`src/rtl/core/ymas_pkg.sv`:
```
// ----------------------------------------------------------------------------
// ymas_pkg
// Shared widths, register codes and stage types of the y-momentum stencil.
// ----------------------------------------------------------------------------
package ymas_pkg;

   localparam int DATA_W       = 32;   // Q16.16 sample width
   localparam int SUM_W        = DATA_W + 1;
   localparam int ROW_W        = 16;
   localparam int COL_W        = 10;
   localparam int ROW_CNT_W    = 17;   // row counter, saturates
   localparam int MAX_COLS_DEF = 1024;
   localparam int COL_LIM_MAX  = 1021;
   localparam int CSR_IDX_W    = 2;
   localparam int CSR_W        = 32;

   localparam logic [COL_W-1:0] GRID_COLS_RST = 10'd64;
   localparam logic [ROW_W-1:0] GRID_ROWS_RST = 16'd64;
   localparam logic [CSR_W-1:0] INV_D_RST     = 32'd65536;

   typedef enum logic [CSR_IDX_W-1:0] {
      CSR_GRID_COLS = 2'd0,
      CSR_GRID_ROWS = 2'd1,
      CSR_INV_DX    = 2'd2,
      CSR_INV_DY    = 2'd3
   } csr_idx_type;

   typedef struct packed {
      logic [ROW_W-1:0] row;
      logic [COL_W-1:0] col;
      logic             last;
   } ymas_tag_type;

   // operand sums of one time level
   typedef struct packed {
      logic signed [SUM_W-1:0] s_old;
      logic signed [SUM_W-1:0] a_old;
      logic signed [SUM_W-1:0] s_new;
      logic signed [SUM_W-1:0] a_new;
      logic signed [SUM_W-1:0] u;
      logic signed [SUM_W-1:0] v;
   } ymas_lvl_type;

   typedef struct packed {
      ymas_lvl_type [1:0]      lvl;
      logic signed [SUM_W-1:0] dp;
      ymas_tag_type            tag;
   } ymas_ops_type;

   typedef struct packed {
      logic [DATA_W-1:0] y_rhs;
      logic              sat;
      ymas_tag_type      tag;
   } ymas_res_type;

endpackage

```
`src/rtl/core/ymas_skid.sv`:
```
// ----------------------------------------------------------------------------
// ymas_skid
// Two-entry result buffer between the pipeline and the response channel.
// ----------------------------------------------------------------------------
module ymas_skid import ymas_pkg::*; (
   input  logic         clock,
   input  logic         reset,
   input  logic         push,
   input  ymas_res_type push_data,
   input  logic         pop,
   output logic         full,
   output logic         out_valid,
   output ymas_res_type out_data
);

   ymas_res_type ent_ff [2];
   logic         wr_ptr_ff, rd_ptr_ff;
   logic [1:0]   count_ff;

   always_ff @(posedge clock) begin
      if (reset) begin
         wr_ptr_ff <= 1'b0;
         rd_ptr_ff <= 1'b0;
         count_ff  <= '0;
      end else begin
         if (push) wr_ptr_ff <= !wr_ptr_ff;
         if (pop)  rd_ptr_ff <= !rd_ptr_ff;
         case ({push, pop})
            2'b10:   count_ff <= count_ff + 2'd1;
            2'b01:   count_ff <= count_ff - 2'd1;
            default: count_ff <= count_ff;
         endcase
      end
      if (push) ent_ff[wr_ptr_ff] <= push_data;
   end

   assign full      = (count_ff == 2'd2);
   assign out_valid = (count_ff != 2'd0);
   assign out_data  = ent_ff[rd_ptr_ff];

endmodule

```
`config.mk`:
```
export PLATFORM = sky130hd
export DESIGN_NAME = ymas_skid
export DESIGN_NICKNAME = d
export VERILOG_FILES = /design/src/rtl/core/ymas_pkg.sv /design/src/rtl/core/ymas_skid.sv
export SDC_FILE = /design/constraint.sdc
export NUM_CORES = 1
export LEC_CHECK = 0
export BUFFER_PORTS_ARGS = -buffer_cell sky130_fd_sc_hd__buf_2
export CORE_MARGIN = 2
export CORE_UTILIZATION = 40
export DETAILED_ROUTE_END_ITERATION = 8
export GPL_TIMING_DRIVEN = 1
export HOLD_SLACK_MARGIN = 0.15
export SETUP_SLACK_MARGIN = 0.1
export SYNTH_ARGS = -nofsm -noshare
export SYNTH_HDL_FRONTEND = slang
export SYNTH_SLANG_ARGS = --single-unit
```
`constraint.sdc`:
```
create_clock -name clock -period 5.6 [get_ports clock]
set_input_delay 1.4 -clock clock [delete_from_list [all_inputs] [get_ports clock]]
set_output_delay 1.4 -clock clock [all_outputs]
set_load 0.03 [all_outputs]
```
==> results of run 1 <==
## cells by family (layout without fill, tap and decap cells)
group | Yosys count | after routing | share of synthesized area, %
flops | 125 | 125 | 81.9
mux | 60 | 60 | 14.9
simple gates | 9 | 9 | 1.02
buf+inv | 8 | 161 | 0.830
xor+xnor | 4 | 4 | 0.775
compound gates | 2 | 2 | 0.221
fa+ha+maj | 1 | 1 | 0.277
## worst max-delay path: stages (launching register included)
cell	delay [ps]
dfxtp_2	790
buf_4	510
mux2_2	400
buf_2	180
## sequential cells by signal, summed over array words and instances, names as in the netlist, named ones only
name	cells
rd_ptr_ff	1
wr_ptr_ff	1
count_ff	2
ent_ff	120
## area by class of cell
type | instances | share of cell area [%]
multi-input cells | 76 | 13.3
flip-flops and latches | 125 | 62.7
well taps | 140 | 2.96
clock inverters | 10 | 1.93
inverters | 1 | 0.0635
repair buffers | 128 | 11.0
clock buffers | 22 | 8.03
## metal layers
layer | share of wire (%) | global-route usage, %
met5 | 0 | 0
met4 | 1.6 | 7.77
met3 | 7.2 | 4.59
met2 | 47 | 20.8
met1 | 44 | 16.9
## worst min-delay path by stage
stage,startpoint,to,cells after the start
floorplan,count_ff[1],count_ff[1],2
global placement,count_ff[1],count_ff[1],2
detailed placement,rd_ptr_ff,flop,2
CTS,count_ff[1],count_ff[1],2
global route,count_ff[1],count_ff[1],2
finish,count_ff[1],count_ff[1],2
## cells in the mapped netlist
cell	number
a21oi_1	1
and2_1	1
and2b_2	1
buf_2	6
clkbuf_1	1
dfxtp_1	5
edfxtp_1	120
ha_1	1
inv_1	1
mux2_2	60
nor2_1	5
o21ai_0	1
or2_2	1
or3_1	1
xnor2_1	3
xor2_1	1
## power by group through the flow
stage | clock network [mW] | registers, mW | logic (mW)
floorplan | 0 | 1.12 | 0.209
global placement | 0 | 1.13 | 0.293
detailed placement | 0 | 1.13 | 0.295
CTS | 1.08 | 1.11 | 0.297
global route | 1.12 | 1.12 | 0.313
finish | 1.05 | 1.11 | 0.291
==> impl_metrics.toml, run 1 <==
[synthesis]
ys_seq_elements = 125
synth_fp_nets = 274
syn_avg_cell_area_um2 = 21.6
synth.distinct_cells = 16
syn-instance-count = 209
synth_top_area_cell = "edfxtp_1"
ys_warn_count = 0
synth_area_um2 = 4520
ys_seq_area_share_pct = 81.9
synth_area_leaders = "edfxtp_1, mux2_2, dfxtp_1"
synth_top_area_share_pct = 79.7

[grt]
groute.usage.overall_pct = 13.6
grt_max_degree = 42
grt_pass1_vias = 2365
overflow = 0
antenna_found_initial = 0
grt_pass1_wl_um = 11800

[floorplanning]
initial_core_util_pct = 41.3
dieWidth_um = 110
core_um2 = 10900
boundaryPins = 126
fp.dieArea_um2 = 12200
die_y_um = 110
num_rows = 38

[setup_path]
critPathRequiredTime_ps = 4200
critical_path.max_fanout = 33
r2r_cells = 2
crit_end = "out_data[2]"
r2r_slack_ps = 3560
rr_endpoint = "ent_ff[1][43]"
timing.rr.start = "wr_ptr_ff"
worst_setup_path_start_kind = "flop"
cp.arrival_ps = 2310
setup.worst_path.class = "reg2out"
end_kind = "primary output"

[cts]
cts_tree = "built"
path_clk_slew_ps = 50
cts_sinks = 125
numCtsBuffers = 17
post_cts_resized = 0
clk_latency_ps = 400
cts_max_path_buffers = 2
cts_root_buf = "clkbuf_16"
cts_max_level = 4
post_cts_buffers = 0
cts_hold_buf = 0

[timing]
fin_crit_sh_pct = 66.2
setup_viol = 0
grt_setup_unrepaired = "false"
fin_hold_ws_ps = 518
finalClockSkew_ps = 7.24
postLayoutSetupSlackWorst_ps = 1890
max_freq_mhz = 270
slew-limit-headroom_pct = 32.8
period_needed_ps = 3710
report.final.hold_viol_count = 0
tightest_slew_ps = 1010
fin_setup_tns_ps = 0
slew_viol_final = 0

[pwr]
power_density_nw_per_um2 = 416
total_power_mw = 2.46
combPwrFrac_pct = 11.8
p_sw_share_pct = 23.3
power.internal_mw = 1.88
power.switching_mw = 0.571
ir_drop_uv = 171
seqPwrFrac_pct = 45.3
clkPwrFrac_pct = 42.8
leakagePower_nw = 2.23

[finish]
antenna_cells = 0
drive_above_1_share_pct = 61.6
regArea_um2 = 3700
final_core_utilization_pct = 54.0
final_cells = 502
multiInputGateArea_um2 = 788
layout_commonest_cell = "buf_2"
finish.instance_area_um2 = 5910
num-nets-final = 414
area_growth_pct = 30.7
final_cell_mix = "buf_2, edfxtp_1, mux2_2"
fill_cells = 923

[status]
status = "complete, no violations"

[place]
pre_cts_slack_ps = 2270
dp_cells = 470
port_buffers = 125
dpl_cell_area_um2 = 5320
dp_hpwl_um = 5020
place.gp.congestion = 0.676

[routing]
initialDrtViolationCount = 54
vias_per_cell = 4.57
drc = 0
first_pass_iters = 4
vias = 2295
routed_wl_um = 7830
detail-route-antenna-nets = 0
wire_per_inst_um = 15.6

[min_path]
hold_path_class = "reg2reg"

[flow_run]
maxCapViolCount = 0
No activity file was read; power rests on OpenSTA's default activity.
==> inputs of run 2 (changes only) <==
==> constraint.sdc (replaced) <==
create_clock -name clock -period 3.6 [get_ports clock]
set_input_delay 0.9 -clock clock [delete_from_list [all_inputs] [get_ports clock]]
set_output_delay 0.9 -clock clock [all_outputs]
set_load 0.03 [all_outputs]
==> run 2 against run 1 <==
  * Worst hold slack got worse by 5.8 ps
  * Register-to-register slack lost 1500 ps
  * Clock power up 55%
  * Global-route usage is essentially flat
  * Core utilization rose by 0.15 points
  * Flip-flop and latch count unchanged
  * Sequential power up 55%
  * Cell area increased by 0.28%
  * Count of clock-buffer cells in the layout fell by 2
  * Sequential share of layout area fell by 0.17 points
  * Critical path type unchanged
  * Largest power group unchanged
==> impl_metrics.toml, run 2 (same netlist as run 1, synthesis figures left out) <==
[timing]
period_needed_ps = 2630
setup_viol = 0
fin_crit_sh_pct = 73.1
max_freq_mhz = 380
fin_setup_tns_ps = 0
slew_viol_final = 0
tightest_slew_ps = 534
finalClockSkew_ps = 8.22
slew-limit-headroom_pct = 64.4
report.final.hold_viol_count = 0
grt_setup_unrepaired = "false"

[grt]
grt_pass1_wl_um = 11800
groute.usage.overall_pct = 13.6
grt_max_degree = 43
antenna_found_initial = 0
grt_pass1_vias = 2465
overflow = 0

[setup_path]
timing.rr.start = "wr_ptr_ff"
crit_end = "out_data[57]"
critPathRequiredTime_ps = 2700
r2r_slack_ps = 2020
slowest_stage = "buf_4"
r2r_cells = 2
max_stage_delay_ps = 420
critical_path.max_fanout = 35
worst_setup_path_start_kind = "flop"
rr_endpoint = "ent_ff[1][16]"
end_kind = "primary output"
cp.arrival_ps = 1730
critical_path.cell_chain = "buf_4 > mux2_2 > buf_2"
setup.worst_path.class = "reg2out"

[routing]
routed_wl_um = 8030
first_pass_iters = 4
drc = 0
wire_per_inst_um = 15.9
m1WireLength_um = 3360
initialDrtViolationCount = 101
wl_met3_um = 490
top_layer = "met4"
vias_per_cell = 4.73
detail-route-antenna-nets = 0
vias = 2384
wl_met2_um = 4060

[floorplanning]
initial_core_util_pct = 41.3
fp.dieArea_um2 = 12200
num_rows = 38
core_um2 = 10900
dieWidth_um = 110
die_y_um = 110
boundaryPins = 126

[finish]
final_cell_mix = "buf_2, edfxtp_1, mux2_2"
area_growth_pct = 31.1
final_cells = 504
fill_cells = 906
layout_commonest_cell = "buf_2"
antenna_cells = 0
final_core_utilization_pct = 54.2
drive_above_1_share_pct = 62.1
regArea_um2 = 3700
num-nets-final = 416
multiInputGateArea_um2 = 788
largest_reg_flops = 120
regMostFlops = "ent_ff"
reg_top3 = "ent_ff: 120 flops, count_ff: 2 flops"

[cts]
post_cts_resized = 0
cts_max_path_buffers = 2
cts_sinks = 125
cts_hold_buf = 0
cts_tree = "built"
cts_max_level = 4
cts_root_buf = "clkbuf_16"
numCtsBuffers = 17
post_cts_buffers = 0
clk_latency_ps = 400
path_clk_slew_ps = 60

[pwr]
power.internal_mw = 2.91
combPwrFrac_pct = 12.3
leakagePower_nw = 2.24
seqPwrFrac_pct = 45.0
power_density_nw_per_um2 = 644
clkPwrFrac_pct = 42.7
p_sw_share_pct = 23.7
power.switching_mw = 0.906
ir_drop_uv = 297

[min_path]
hold_path_class = "reg2reg"

[place]
dp_cells = 472
port_buffers = 125
place.gp.congestion = 0.685
dp_hpwl_um = 5050

[flow_run]
maxCapViolCount = 0

[status]
status = "complete, no violations"
## run 2: through the flow
stage / total power, mW / hold slack, ps / instance area, um^2 / worst slack, ps
2_1_floorplan: 2.07 / 456 / 4520 / 683
3_5_place_dp: 2.23 / 499 / 5350 / 1360
3_3_place_gp: 2.22 / 473 / 5350 / 1360
5_1_grt: 3.96 / 543 / 5920 / 894
6_report: 3.82 / 512 / 5920 / 969
4_1_cts: 3.87 / 515 / 5920 / 911
## run 2: worst min-delay path by stage
stage	startpoint	to	slack, ps	cells past startpoint
global route	count_ff[1]	count_ff[1]	540	2
finish	count_ff[1]	count_ff[1]	510	2
global placement	count_ff[1]	count_ff[1]	470	2
detailed placement	count_ff[1]	count_ff[1]	500	2
floorplan	count_ff[1]	count_ff[1]	460	2
CTS	count_ff[1]	count_ff[1]	510	2
## run 2: layer usage
metal | global-route usage (%) | vias to the layer above
met5 | 0 | -
met2 | 22.4 | 77
li1 | - | 1114
met4 | 6.70 | 0
met1 | 15.4 | 1179
met3 | 5.53 | 14
## run 2: worst max-delay path: cells and delay by family, from the launching register on
family / cells / cell delay (ps)
buffers and inverters: 2 / 600
DFF: 1 / 320
muxes: 1 / 400
## run 2: power by group through the flow
stage / clock [mW] / sequential [mW] / combinational, mW
4_1_cts: 1.67 / 1.72 / 0.481
5_1_grt: 1.73 / 1.73 / 0.505
2_1_floorplan: 0 / 1.74 / 0.325
3_3_place_gp: 0 / 1.74 / 0.475
3_5_place_dp: 0 / 1.75 / 0.478
6_report: 1.63 / 1.72 / 0.470
## run 2: final cells by class
class | count | area share, %
inverter | 1 | 0.0634
multi-input combinational | 76 | 13.3
clock inverter | 12 | 2.03
tap | 140 | 2.96
sequential | 125 | 62.5
timing repair buffer | 130 | 11.4
clock buffer | 20 | 7.71
==> inputs of run 3 (changes only) <==
--- a/config.mk
+++ b/config.mk
@@ -11,6 +11,7 @@
 export DETAILED_ROUTE_END_ITERATION = 8
 export GPL_TIMING_DRIVEN = 1
 export HOLD_SLACK_MARGIN = 0.15
+export PLACE_DENSITY = 0.66
 export SETUP_SLACK_MARGIN = 0.1
 export SYNTH_ARGS = -nofsm -noshare
 export SYNTH_HDL_FRONTEND = slang
==> constraint.sdc (replaced) <==
create_clock -name clock -period 2.1 [get_ports clock]
set_input_delay 0.525 -clock clock [delete_from_list [all_inputs] [get_ports clock]]
set_output_delay 0.525 -clock clock [all_outputs]
set_load 0.03 [all_outputs]
==> run 3 against run 2 <==
  * Cell area up 1.7%
  * Setup slack worse by 930 ps
  * Flip-flop and latch count unchanged
  * Sequential share of layout area down 1.0 points
  * Register-to-register slack worse by 1200 ps
  * Non-clock buffer count up 4
  * Highest routed layer unchanged
  * First-iteration DRC count down 50%
  * Count of clock-buffer cells in the layout up 4
  * Via count down 1.3%
  * Clock skew down 1.2 ps
  * Critical path depth unchanged
  * Sequential power up 72%
  * Critical path type unchanged
==> impl_metrics.toml, run 3 (same netlist as run 1, synthesis figures left out) <==
[finish]
reg_top3 = "ent_ff: 120 flops, count_ff: 2 flops"
area_growth_pct = 33.3
final_core_utilization_pct = 55.1
largest_reg_flops = 120
final_cell_mix = "buf_2, edfxtp_1, mux2_2"
num-nets-final = 420
layout_commonest_cell = "buf_2"
final_cells = 508
antenna_cells = 0
regMostFlops = "ent_ff"
drive_above_1_share_pct = 61.4
finish.instance_area_um2 = 6030

[pwr]
p_sw_share_pct = 23.0
power.internal_mw = 5.03
ir_drop_uv = 656
seqPwrFrac_pct = 45.2
clkPwrFrac_pct = 41.9
power_density_nw_per_um2 = 1080
power.switching_mw = 1.50
combPwrFrac_pct = 13.0
leakagePower_nw = 2.29

[cts]
cts_hold_buf = 0
cts_max_path_buffers = 2
cts_max_level = 4
cts_sinks = 125
cts_tree = "built"
numCtsBuffers = 17
path_clk_slew_ps = 50
clk_latency_ps = 400
post_cts_buffers = 0
cts_root_buf = "clkbuf_16"

[min_path]
hold_path_class = "in2reg"

[routing]
wire_per_inst_um = 15.8
vias = 2354
drc = 0
routed_wl_um = 8040
detail-route-antenna-nets = 0
initialDrtViolationCount = 50
first_pass_iters = 4
vias_per_cell = 4.63

[grt]
overflow = 0
groute.usage.overall_pct = 13.4
grt_max_degree = 35
grt_pass1_wl_um = 11500
antenna_found_initial = 0
grt_pass1_vias = 2474

[floorplanning]
die_y_um = 110
core_um2 = 10900
boundaryPins = 126
fp.dieArea_um2 = 12200
num_rows = 38
dieWidth_um = 110
initial_core_util_pct = 41.3

[status]
status = "complete, no violations"

[place]
place.gp.congestion = 0.627
port_buffers = 125
dp_cells = 474
dp_hpwl_um = 5100
dpl_cell_area_um2 = 5390
pre_cts_slack_ps = 437

[setup_path]
worst_setup_path_start_kind = "flop"
r2r_slack_ps = 800
timing.rr.start = "wr_ptr_ff"
cp.arrival_ps = 1540
critPathRequiredTime_ps = 1570
crit_end = "out_data[22]"
r2r_cells = 2
critical_path.max_fanout = 16
setup.worst_path.class = "reg2out"
rr_endpoint = "ent_ff[1][28]"
end_kind = "primary output"

[timing]
grt_setup_unrepaired = "true"
tightest_slew_ps = 360
setup_viol = 0
period_needed_ps = 2060
fin_crit_sh_pct = 98.2
report.final.hold_viol_count = 0
fin_hold_ws_ps = 310
slew-limit-headroom_pct = 76.0
finalClockSkew_ps = 7.01
slew_viol_final = 0
postLayoutSetupSlackWorst_ps = 38.7
max_freq_mhz = 485

[flow_run]
maxCapViolCount = 0
-- run 3: changes by cell type in the layout (fill, tap and decap cells not counted) --
cell	previous run	this run
buf_6	0	3
clkinv_2	6	5
clkbuf_16	17	19
mux2_2	60	59
dfxtp_2	1	0
clkinvlp_4	4	1
buf_12	1	3
mux2_4	0	1
dfxtp_4	0	1
buf_2	125	122
clkbuf_1	1	5
-- run 3: power groups by stage --
| stage | clock network (mW) | registers (mW) | logic [mW] |
|---|---|---|---|
| after global placement | 0 | 2.99 | 0.820 |
| after CTS | 2.82 | 2.95 | 0.830 |
| after global routing | 2.93 | 2.97 | 0.906 |
| after floorplan | 0 | 2.99 | 0.558 |
| final | 2.74 | 2.95 | 0.847 |
| after detailed placement | 0 | 3.00 | 0.827 |
-- run 3: timing repair --
action,in CTS,in global routing
gates cloned,0,2
resized for setup,0,11
endpoints found under the setup margin,60,60
hold endpoints to repair,0,0
-- run 3: through the flow --
stage | power [mW] | TNS, ps
detailed placement | 3.83 | 0
floorplan | 3.54 | 0
finish | 6.54 | 0
CTS | 6.60 | 0
global placement | 3.81 | 0
global route | 6.81 | -710
-- run 3: layout make-up --
type	count	area, um^2
Timing Repair Buffer	134	785
Fill cell	901	4910
Tap cell	140	175
Multi-Input combinational cell	76	792
Sequential cell	125	3710
Clock buffer	24	472
Clock inverter	8	92.6
Inverter	1	3.75
-- run 3: metal layers --
layer	GRT usage (%)	vias up	part of all wire, %
met5	0	-	0
met4	6.96	0	0.97
met3	6.29	6	7.4
met2	22.7	80	52
met1	13.9	1145	40
li1	-	1123	-
-- run 3: worst min-delay path by stage --
stage,from,end,slack [ps],cells after the start
6_report,push_data[58],ent_ff[0][58],310,1
5_1_grt,push_data[45],ent_ff[1][45],280,1
4_1_cts,push_data[45],ent_ff[1][45],290,1
3_5_place_dp,count_ff[1],count_ff[1],500,2
3_3_place_gp,count_ff[1],count_ff[1],480,2
2_1_floorplan,count_ff[1],count_ff[1],460,2
-- run 3: critical path: stages, from the launching register on --
cell	delay [ps]
dfxtp_4	410
buf_12	170
mux2_2	360
buf_2	180
